**src/rtl/lkv_pkg.sv**
```systemverilog
package lkv_pkg;

    // Field widths fixed by the transaction format.
    localparam int KEY_W  = 32;
    localparam int DATA_W = 32;

    // Configuration port geometry: one register, read as a 32-bit word, at byte address 0.
    localparam int PADDR_W  = 3;
    localparam int PDATA_W  = 32;
    localparam int CAP_REG_W = 5;

    // Register index decoded from paddr[2].
    localparam logic REG_CAPACITY = 1'b0;

    // Reset value of the capacity register.
    localparam logic [CAP_REG_W-1:0] CAP_RESET = 5'd16;

    // Operation codes carried on the kind field.
    localparam logic KIND_GET = 1'b0;
    localparam logic KIND_PUT = 1'b1;

    // Outcome of one operation, passed from the lookup core to the datapath.
    typedef struct packed {
        logic hit;
        logic evicted;
        logic value_write;
        logic value_read;
    } op_status_t;

endpackage

```
**src/rtl/lkv_cfg.sv**
```systemverilog
module lkv_cfg (
    input  logic                              aclk,
    input  logic                              aresetn,
    input  logic                              psel,
    input  logic                              penable,
    input  logic                              pwrite,
    input  logic [lkv_pkg::PADDR_W-1:0]       paddr,
    input  logic [lkv_pkg::PDATA_W-1:0]       pwdata,
    output logic [lkv_pkg::PDATA_W-1:0]       prdata,
    output logic [lkv_pkg::CAP_REG_W-1:0]     capacity
);

    logic [lkv_pkg::CAP_REG_W-1:0] capacity_reg;
    logic                          wr_en;

    // A write completes in the access phase; pready is always high.
    assign wr_en = psel && penable && pwrite && (paddr[2] == lkv_pkg::REG_CAPACITY);

    always_ff @(posedge aclk) begin
        if (!aresetn) begin
            capacity_reg <= lkv_pkg::CAP_RESET;
        end else if (wr_en) begin
            capacity_reg <= pwdata[lkv_pkg::CAP_REG_W-1:0];
        end
    end

    // Read back the register; unused addresses read as zero.
    always_comb begin
        prdata = '0;
        if (paddr[2] == lkv_pkg::REG_CAPACITY) begin
            prdata = lkv_pkg::PDATA_W'(capacity_reg);
        end
    end

    assign capacity = capacity_reg;

endmodule

```
**src/rtl/lkv_value_mem.sv**
```systemverilog
module lkv_value_mem #(
    parameter int CAPACITY = 16
) (
    input  logic                                          aclk,
    input  logic                                          wr_en,
    input  logic [((CAPACITY > 1) ? $clog2(CAPACITY) : 1)-1:0] addr,
    input  logic [lkv_pkg::DATA_W-1:0]                    wr_data,
    input  logic                                          rd_en,
    input  logic                                          rd_hit,
    output logic [lkv_pkg::DATA_W-1:0]                    rd_data
);

    logic [lkv_pkg::DATA_W-1:0] mem [CAPACITY];
    logic [lkv_pkg::DATA_W-1:0] rd_data_reg;

    // Single write port; a put writes its slot.
    always_ff @(posedge aclk) begin
        if (wr_en) begin
            mem[addr] <= wr_data;
        end
    end

    // Registered read; a miss or a put returns zero.
    always_ff @(posedge aclk) begin
        if (rd_en) begin
            rd_data_reg <= rd_hit ? mem[addr] : '0;
        end
    end

    assign rd_data = rd_data_reg;

endmodule

```
**src/rtl/lkv_core.sv**
```systemverilog
module lkv_core #(
    parameter int CAPACITY = 16
) (
    input  logic                                          aclk,
    input  logic                                          aresetn,
    input  logic                                          exec,
    input  logic                                          kind,
    input  logic [lkv_pkg::KEY_W-1:0]                     key,
    input  logic [lkv_pkg::CAP_REG_W-1:0]                 capacity,
    output lkv_pkg::op_status_t                           status,
    output logic [((CAPACITY > 1) ? $clog2(CAPACITY) : 1)-1:0] slot
);

    localparam int SW = (CAPACITY > 1) ? $clog2(CAPACITY) : 1;
    localparam int AW = SW;
    localparam int CW = $clog2(CAPACITY + 1);

    logic [lkv_pkg::KEY_W-1:0] key_reg [CAPACITY];
    logic [CAPACITY-1:0]       valid_reg;
    logic [AW-1:0]             age_reg [CAPACITY];
    logic [CW-1:0]             count_reg;

    logic [7:0]          cap_wide;
    logic [CW-1:0]       cap_eff;
    logic [CAPACITY-1:0] match;
    logic [CAPACITY-1:0] free_onehot;
    logic [CAPACITY-1:0] younger;
    logic                found;
    logic                full;
    logic                is_put;
    logic [SW-1:0]       hit_slot;
    logic [SW-1:0]       evict_slot;
    logic [SW-1:0]       fill_slot;
    logic [AW-1:0]       hit_age;
    logic [AW-1:0]       oldest_age;
    logic                do_hit;
    logic                do_evict;
    logic                do_fill;
    logic                do_promote;

    always_comb begin
        // Clamp the configured capacity into one to CAPACITY.
        cap_wide = 8'(capacity);
        if (cap_wide == 8'd0) begin
            cap_wide = 8'd1;
        end
        if (cap_wide > 8'(CAPACITY)) begin
            cap_wide = 8'(CAPACITY);
        end
        cap_eff = CW'(cap_wide);
        full    = (count_reg >= cap_eff);
        is_put  = (kind == lkv_pkg::KIND_PUT);

        // Ages of valid entries run from zero up to count minus one.
        oldest_age = AW'(count_reg - CW'(1));

        // Lowest free slot as a one-hot vector.
        free_onehot = ~valid_reg & (valid_reg + CAPACITY'(1));

        // Parallel compare; valid keys are unique, so the encoders just OR.
        hit_slot   = '0;
        hit_age    = '0;
        evict_slot = '0;
        fill_slot  = '0;
        for (int i = 0; i < CAPACITY; i++) begin
            match[i] = valid_reg[i] && (key_reg[i] == key);
            if (match[i]) begin
                hit_slot = hit_slot | SW'(i);
                hit_age  = hit_age | age_reg[i];
            end
            if (valid_reg[i] && (age_reg[i] == oldest_age)) begin
                evict_slot = evict_slot | SW'(i);
            end
            if (free_onehot[i]) begin
                fill_slot = fill_slot | SW'(i);
            end
        end
        found = |match;

        do_hit     = exec && found;
        do_evict   = exec && is_put && !found && full;
        do_fill    = exec && is_put && !found && !full;
        do_promote = do_hit || do_evict || do_fill;

        if (found) begin
            slot = hit_slot;
        end else if (full) begin
            slot = evict_slot;
        end else begin
            slot = fill_slot;
        end

        // Entries younger than the promoted one age by one step.
        for (int i = 0; i < CAPACITY; i++) begin
            if (found) begin
                younger[i] = (age_reg[i] < hit_age);
            end else if (full) begin
                younger[i] = (age_reg[i] < oldest_age);
            end else begin
                younger[i] = 1'b1;
            end
        end

        status.hit         = found;
        status.evicted     = is_put && !found && full;
        status.value_write = is_put;
        status.value_read  = !is_put && found;
    end

    // Replacement state: valid bits, ages and occupancy.
    always_ff @(posedge aclk) begin
        if (!aresetn) begin
            valid_reg <= '0;
            count_reg <= '0;
            for (int i = 0; i < CAPACITY; i++) begin
                age_reg[i] <= '0;
            end
        end else begin
            if (do_promote) begin
                for (int i = 0; i < CAPACITY; i++) begin
                    if (SW'(i) == slot) begin
                        age_reg[i] <= '0;
                    end else if (valid_reg[i] && younger[i]) begin
                        age_reg[i] <= age_reg[i] + AW'(1);
                    end
                end
            end
            if (do_fill) begin
                valid_reg[slot] <= 1'b1;
                count_reg       <= count_reg + CW'(1);
            end
        end
    end

    // Key store; a new key lands in the filled or evicted slot.
    always_ff @(posedge aclk) begin
        if (do_evict || do_fill) begin
            key_reg[slot] <= key;
        end
    end

endmodule

```
**src/rtl/lru_key_value_cache_unit.sv**
```systemverilog
// Fully associative key-value cache with least-recently-used replacement.
// The s_ channel carries one operation per transaction: s_kind selects a get
// or a put, s_lookup_key is the key and s_write_value the value of a put.
// The m_ channel returns exactly one result per operation, in order: m_hit
// tells whether the key was present, m_read_value is the stored value on a
// get hit (zero otherwise) and m_evicted flags a put that displaced the
// least recent entry.
// An accepted operation is held in an input register while all entries
// are compared in parallel and the ages, keys and value memory are
// updated; its result is then registered. One operation is accepted
// every cycle while results are taken; the compare-and-update sets it.
// Reset empties the cache and sets the capacity register to 16. The APB
// port holds capacity_in_use at address 0; the user must write it only
// while idle; the block itself does not enforce this. When the receiver
// stalls, the result is held and one more operation waits in the input
// register; then s_ready drops until the result is taken.
module lru_key_value_cache_unit #(
    parameter int CAPACITY = 16
) (
    input  logic                              aclk,
    input  logic                              aresetn,
    input  logic                              psel,
    input  logic                              penable,
    input  logic                              pwrite,
    input  logic [lkv_pkg::PADDR_W-1:0]       paddr,
    input  logic [lkv_pkg::PDATA_W-1:0]       pwdata,
    output logic [lkv_pkg::PDATA_W-1:0]       prdata,
    output logic                              pready,
    input  logic                              s_valid,
    output logic                              s_ready,
    input  logic                              s_kind,
    input  logic signed [lkv_pkg::KEY_W-1:0]  s_lookup_key,
    input  logic signed [lkv_pkg::DATA_W-1:0] s_write_value,
    output logic                              m_valid,
    input  logic                              m_ready,
    output logic                              m_hit,
    output logic signed [lkv_pkg::DATA_W-1:0] m_read_value,
    output logic                              m_evicted
);

    localparam int SW = (CAPACITY > 1) ? $clog2(CAPACITY) : 1;

    logic [lkv_pkg::CAP_REG_W-1:0] capacity;
    lkv_pkg::op_status_t           status;
    logic [SW-1:0]                 slot;
    logic [lkv_pkg::DATA_W-1:0]    rd_data;

    logic                          in_valid_reg;
    logic                          in_valid_next;
    logic                          kind_reg;
    logic [lkv_pkg::KEY_W-1:0]     key_reg;
    logic [lkv_pkg::DATA_W-1:0]    wval_reg;
    logic                          out_valid_reg;
    logic                          out_valid_next;
    logic                          hit_reg;
    logic                          evicted_reg;
    logic                          exec;
    logic                          in_take;

    assign pready = 1'b1;

    lkv_cfg u_cfg (
        .aclk     (aclk),
        .aresetn  (aresetn),
        .psel     (psel),
        .penable  (penable),
        .pwrite   (pwrite),
        .paddr    (paddr),
        .pwdata   (pwdata),
        .prdata   (prdata),
        .capacity (capacity)
    );

    // The held operation executes when the result register is free.
    assign exec    = in_valid_reg && (!out_valid_reg || m_ready);
    assign s_ready = !in_valid_reg || exec;
    assign in_take = s_valid && s_ready;

    lkv_core #(
        .CAPACITY (CAPACITY)
    ) u_core (
        .aclk     (aclk),
        .aresetn  (aresetn),
        .exec     (exec),
        .kind     (kind_reg),
        .key      (key_reg),
        .capacity (capacity),
        .status   (status),
        .slot     (slot)
    );

    lkv_value_mem #(
        .CAPACITY (CAPACITY)
    ) u_value_mem (
        .aclk    (aclk),
        .wr_en   (exec && status.value_write),
        .addr    (slot),
        .wr_data (wval_reg),
        .rd_en   (exec),
        .rd_hit  (status.value_read),
        .rd_data (rd_data)
    );

    // Handshake state for the input and result registers.
    always_comb begin
        in_valid_next = in_valid_reg;
        if (in_take) begin
            in_valid_next = 1'b1;
        end else if (exec) begin
            in_valid_next = 1'b0;
        end
        out_valid_next = out_valid_reg;
        if (exec) begin
            out_valid_next = 1'b1;
        end else if (m_ready) begin
            out_valid_next = 1'b0;
        end
    end

    always_ff @(posedge aclk) begin
        if (!aresetn) begin
            in_valid_reg  <= 1'b0;
            out_valid_reg <= 1'b0;
        end else begin
            in_valid_reg  <= in_valid_next;
            out_valid_reg <= out_valid_next;
        end
    end

    // Input register payload.
    always_ff @(posedge aclk) begin
        if (in_take) begin
            kind_reg <= s_kind;
            key_reg  <= s_lookup_key;
            wval_reg <= s_write_value;
        end
    end

    // Result register flags; the read value is registered in the memory.
    always_ff @(posedge aclk) begin
        if (exec) begin
            hit_reg     <= status.hit;
            evicted_reg <= status.evicted;
        end
    end

    assign m_valid      = out_valid_reg;
    assign m_hit        = hit_reg;
    assign m_evicted    = evicted_reg;
    assign m_read_value = rd_data;

endmodule

```
**config.mk**
```make
export PLATFORM = sky130hd
export DESIGN_NAME = lru_key_value_cache_unit
export DESIGN_NICKNAME = d
export VERILOG_FILES = /design/src/rtl/lkv_pkg.sv /design/src/rtl/lkv_cfg.sv /design/src/rtl/lkv_value_mem.sv /design/src/rtl/lkv_core.sv /design/src/rtl/lru_key_value_cache_unit.sv
export SDC_FILE = /design/constraint.sdc
export NUM_CORES = 2
export LEC_CHECK = 0
export BUFFER_PORTS_ARGS = -buffer_cell sky130_fd_sc_hd__buf_4
export CAP_MARGIN = 15
export CORE_ASPECT_RATIO = 1.1
export CORE_MARGIN = 2
export CORE_UTILIZATION = 23
export DETAILED_ROUTE_END_ITERATION = 8
export GPL_ROUTABILITY_DRIVEN = 0
export HOLD_SLACK_MARGIN = 0.12
export PLACE_DENSITY = 0.48
export SYNTH_ARGS = -nofsm -noshare
export SYNTH_HDL_FRONTEND = slang
export SYNTH_SLANG_ARGS = --single-unit
```
**constraint.sdc**
```tcl
create_clock -name aclk -period 5.21 [get_ports aclk]
set_clock_uncertainty 0.15 [all_clocks]
set_input_delay 0.521 -clock aclk [delete_from_list [all_inputs] [get_ports aclk]]
set_output_delay 0.521 -clock aclk [all_outputs]
set_load 0.05 [all_outputs]
```
# Word-level counts from Yosys, hierarchy flattened
# Memory sizes are Yosys's and may differ from the RTL's. A register that Yosys moved wholly into a read port is not among the register bits.
# Index checks and enable logic that the tools add are counted.
[word_totals]
inputBits = 107
latchBits = 0
elab_cells = 527
mem_bits_ro = 0
memories = 3
regBits = 95
out_inout_bits = 69
ram_bits = 1088
[classes]
n_eq_ne = 46
order_cmp = 36
n_addsub = 19
n_reduce_logical = 77
mux = 285
bitwise = 51
shift = 0
mul = 0
div_mod_pow = 0
[mem_list]
columns = ["memory", "words", "word_bits", "rd", "rd_ports_with_merged_regs", "wr", "line_no", "source"]
rows = [
  ["u_core.key_reg", 16, 32, 16, 0, 1, "lkv_core.sv:18", "logic [lkv_pkg::KEY_W-1:0] key_reg [CAPACITY];"],
  ["u_value_mem.mem", 16, 32, 1, 1, 1, "lkv_value_mem.sv:13", "logic [lkv_pkg::DATA_W-1:0] mem [CAPACITY];"],
  ["u_core.age_reg", 16, 4, 16, 0, 16, "lkv_core.sv:20", "logic [AW-1:0] age_reg [CAPACITY];"],
]
[ops]
columns = ["op", "count"]
rows = [
  ["32-bit equality test", 16],
  ["4-bit 2-to-1 mux", 74],
  ["1-bit 2-to-1 mux", 189],
  ["4-bit less-than comparator", 32],
  ["4-bit by 1-bit adder with 4-bit output (second input constant)", 16],
  ["1-bit logical AND", 61],
  ["4-bit equality test", 15],
  ["4-bit OR", 15],
  ["3-bit 2-to-1 mux", 12],
  ["4-bit equality test (first input constant)", 8],
  ["1-bit OR", 32],
  ["16-bit by 1-bit adder with 16-bit output (second input constant)", 1],
  ["16-bit AND", 1],
  ["3-bit by 4-bit equality test with 1-bit output (first input constant)", 4],
  ["16-bit NOT", 1],
  ["16-bit OR", 1],
  ["16-bit OR reduction", 1],
  ["5-bit 2-to-1 mux", 3],
  ["2-bit 2-to-1 mux", 6],
  ["2-bit by 4-bit equality test with 1-bit output (first input constant)", 2],
  ["1-bit logical NOT", 6],
  ["5-bit by 1-bit adder with 5-bit output (second input constant)", 1],
  ["5-bit >= comparator", 1],
  ["5-bit > comparator (second input constant)", 1],
  ["10 further kinds", 15],
]

# Logic depth before layout (Yosys ltp)
# An unclocked memory read counts as a cell.
[depth]
depth_word = 43
ltp_mapped = 18
mapped_depth_nobuf = 15

# By module
# A second synthesis with hierarchy kept.
[hier_totals]
hier_cells = 3278
area_unflattened_um2 = 53047.1
[by_module_without_submodules]
columns = ["module", "instances", "cells_per_inst", "seq_area_each_um2", "area_per_inst_um2"]
rows = [
  ["lkv_core", 1, 2193, 17717.0, 29829.9],
  ["lkv_value_mem", 1, 949, 16335.7, 20612.3],
  ["lru_key_value_cache_unit", 1, 80, 2052.0, 2137.0],
  ["lkv_cfg", 1, 56, 100.1, 467.9],
]

# Worst setup path before layout
# No wires, ideal clock.
[synth_path]
kind = "register -> register"
from = "register u_core.count_reg[0]"
to = "memory u_value_mem.mem[0][0] (netlist name), enable pin"
setup_ns = 0.421
stages_incl_launch_ff = 16
path_buffers = 2
synth_period_minus_slack_ns = 5.566
t_required_ns = 4.639
path_slack_ns = -0.356
t_arrival_ns = 4.995
cell_sequence = "dfxtp_1 -> inv_1 -> ha_1 -> xnor2_1 -> ha_1 -> nand3_1 -> nand4_1 -> nor3_1 -> nor3_1 -> o21a_1 -> a211oi_2 -> and2_1 -> buf_4 -> buf_2 -> nand3_1 -> nor2_1"
[synth_between]
elab_chain_cells = 20
elab_cells_between_ends = 49
classes_between = "add/sub: 1; order compare: 1; eq/ne: 15; mux: 17; reduce/logical: 15"
[synth_lines]
columns = ["element", "line_no", "source"]
rows = [
  ["from (decl)", "lkv_core.sv:21", "logic [CW-1:0] count_reg;"],
  ["from (signal assigned)", "lkv_core.sv:130", "count_reg <= count_reg + CW'(1);"],
  ["4-bit by 1-bit subtractor with 4-bit output *", "lkv_core.sv:55", "oldest_age = AW'(count_reg - CW'(1));"],
  ["via u_core.oldest_age[0]", "lkv_core.sv:35", "logic [AW-1:0] oldest_age;"],
  ["4-bit equality test", "lkv_core.sv:71", "if (valid_reg[i] && (age_reg[i] == oldest_age)) begin"],
  ["1-bit logical AND", "lkv_core.sv:71", ""],
  ["1-bit 2-to-1 mux", "lkv_core.sv:71", ""],
  ["2-bit 2-to-1 mux (2 in series)", "lkv_core.sv:71", ""],
  ["3-bit 2-to-1 mux (4 in series)", "lkv_core.sv:71", ""],
  ["4-bit 2-to-1 mux (7 in series)", "lkv_core.sv:71", ""],
  ["4-bit 2-to-1 mux *", "lkv_core.sv:71", ""],
  ["4-bit 2-to-1 mux *", "lkv_core.sv:87", "end else if (full) begin"],
  ["4-bit 2-to-1 mux *", "lkv_core.sv:85", "if (found) begin"],
  ["to (decl)", "lkv_value_mem.sv:13", ""],
]
# The timed path passes the listed nets; every way through them passes the cells marked *.

==> results.tsv <==
stage	metric	value	unit
power	worst vdd ir	0.276	mV
worst_setup_path	CP Cell Sequence	buf_4, xor2_1, nor4_1, nand4_1, nor4_2, buf_4, nor4_1, nand4_1, o21a_1, buf_4, and2_2, a211o_1, a21oi_1, or3_1	
worst_setup_path	Worst Setup End Kind	flip-flop	
cells_and_area	share of cells above drive strength 1	0.143	
floorplanning	Ports	176	
clock_tree	CTS Buf Count	119	
yosys	largest cells by area after synthesis	edfxtp_1, xnor2_1, xor2_1, ha_1, mux2i_1	
timing	normalized max-slew margin	0.278	
worst_setup_path	CP most frequent cell	buf_4	
global_routing	pin count of the biggest net entering global routing	72	
worst_setup_path	slowest CP cell	edfxtp_1	
min_path	Hold WC Path Type	in2reg	
yosys	flops & latches, synth	1215	
timing	Worst Max-Slew Pin Slew	1080	ps
yosys	Synth Instances	3768	
timing	min Tclk post-route	4970	ps
floorplanning	Site Rows	186	
routing	Antenna Nets Post-Route	0	
global_routing	first-pass GRT wire length	223000	um
cells_and_area	FILL cells	23700	
worst_setup_path	crit-path max FO	13	
outcome	status	complete, no violations	
cells_and_area	Area Growth Syn to Fin	21.3	%
yosys	Post-synth EDFFs	1187	
routing	Vias	31900	
routing	drt pass-1 iters	6	
global_routing	grt ovf	0	
routing	DR iter-0 viols	2541	
power	pwr dens	319	nW/um^2
global_routing	vias in the first global route	32300	
clock_tree	clock buffer depth	3	
worst_setup_path	CP arrival	5250	ps
cells_and_area	Util after Layout	0.280	
routing	routed length per placed instance	20.6	um
timing	Tcrit/Tclk final	0.954	
power	LEAKAGE	0.0229	uW
clock_tree	CTS tree	yes	
yosys	sequential fraction of the synthesis area	0.672	
yosys	synthesized area per cell	14.3	um^2
clock_tree	clk slew on worst S/H paths	60	ps
floorplanning	initial core utilization	0.231	
power	total power draw	20800	uW
floorplanning	Die Area	238000	um^2
routing	drt total wl	151000	um
routing	# DRC	0	
timing	Max Slew Vio Count	0	
yosys	Synth cell types	67	
floorplanning	Core Region	233000	um^2
clock_tree	H-Tree Depth	3	
yosys	async set or reset register ratio after synthesis	0	
worst_setup_path	Top delay family on crit path	simple AND/OR/NAND/NOR gates	
clock_tree	Root Buffer	clkbuf_16	
timing	hold slack	184	ps
clock_tree	clk sinks	1215	
yosys	Synth top area share	0.662	
cells_and_area	Final #Nets	4392	
worst_setup_path	critical path required time	5500	ps
yosys	top-count cell post-synth	edfxtp_1	
place	PortBufs	118	
timing	final setup vio count	0	
global_routing	initial antenna violation count	1	
yosys	area leader, netlist	edfxtp_1	
place	worst slack, placed	141	ps
timing	RSZ-0062 raised after global routing	false	
worst_setup_path	CP Buf/Inv Count	3	
job	max-cap violations	0	
place	dpl hpwl	96100	um
yosys	Mapped Area	53800	um^2
global_routing	gr usage total	0.125	
timing	setup ws final	242	ps
floorplanning	DIE WIDTH	465	um
routing	Via density	4.33	
floorplanning	Die Y	511	um
worst_setup_path	CP peak stage delay	720	ps
yosys	Most used DFF post-synth	edfxtp_1	
timing	FMAX	0.201	GHz
clock_tree	Worst-Skew Late Latency	780	ps
worst_setup_path	Worst setup SP type	flip-flop	
worst_setup_path	Setup CP Type	reg2reg	
yosys	synth warn	0	
yosys	Commonest cells post-synth	edfxtp_1, xnor2_1, xor2_1	
timing	Hold Vio Cnt, Final	0	
## worst paths after layout
kind / start / to / slack, ps / depth (start not counted)
worst max register to register: key_reg[1]$_DFFE_PP_ / u_core.age_reg[0][1]$_SDFFCE_PN0P_ / 240 / 14
worst min register to register: in_valid_reg$_SDFFE_PN0P_ / m_valid$_SDFFE_PN0P_ / 370 / 2
worst max-delay path: key_reg[1]$_DFFE_PP_ / u_core.age_reg[0][1]$_SDFFCE_PN0P_ / 240 / 14
worst min-delay path: pwrite / u_cfg.capacity[0]$_SDFFE_PN0P_ / 180 / 4
## layer usage
layer,part of all wire,routed length (um),vias up,track usage
met4,0.024,3600,0,0.0375
met3,0.036,5400,183,0.0137
met2,0.50,76000,720,0.219
met1,0.44,66500,16100,0.161
met5,0,0,-,0
li1,-,-,14800,-
## report_power, final
group          switching (uW)  internal, uW  leakage, uW
Sequential                133         10800       0.0111
Combinational             716           423      0.00997
Clock                    3850          4910      0.00192
## area by class of cell
cell class                      instances  area [um^2]  area share
Sequential cell                      1215        36200       0.554
Multi-Input combinational cell       2235        16200       0.248
Timing Repair Buffer                  436         4570      0.0700
Tap cell                             3102         3880      0.0594
Clock buffer                          140         3100      0.0475
Clock inverter                         83          837      0.0128
Inverter                              144          541     0.00828
Antenna cell                            3         7.51    0.000115
## placed cells by master, fill, tap and decap left out, types with 102 or more instances in the layout
master        n
buf_4       272
nand2_1     165
inv_1       144
edfxtp_1   1187
xor2_1      252
o21ai_0     162
ha_1        134
nor2_1      102
clkbuf_16   121
mux2i_1     166
a21oi_1     221
xnor2_1     287
## through the flow
step                      instance area (um^2)  TNS, ps  std cells
after CTS                                65300        0       7355
after floorplan                          54000   -39780       3794
final                                    65300        0       7358
after global routing                     65300        0       7356
after detailed placement                 60600        0       7057
after global placement                   60600        0       7057
## cells by family after synthesis
logic type | share of synthesized area
adder cells (fa/ha/maj) | 0.0311
XOR/XNOR | 0.0880
AO/OA/AOI/OAI | 0.0661
other | 0.000139
AND/OR/NAND/NOR | 0.0763
buffers and inverters | 0.0346
flip-flops | 0.672
multiplexers | 0.0313
## worst reg2reg max path, stage by stage (launching register included)
cell and delay [ps]:
edfxtp_1 720, buf_4 320, xor2_1 290, nor4_1 110, nand4_1 120, nor4_2 60
buf_4 180, nor4_1 690, nand4_1 310, o21a_1 300, buf_4 170, and2_2 330
a211o_1 350, a21oi_1 260, or3_1 270
## repair_timing
item,in CTS,in global routing
buffers inserted,0,0
endpoints found under the hold margin,79,0
hold buffers,75,0
gates resized for setup,0,5
endpoints found under the setup margin,0,327
Power figures use the tool's default switching activity.
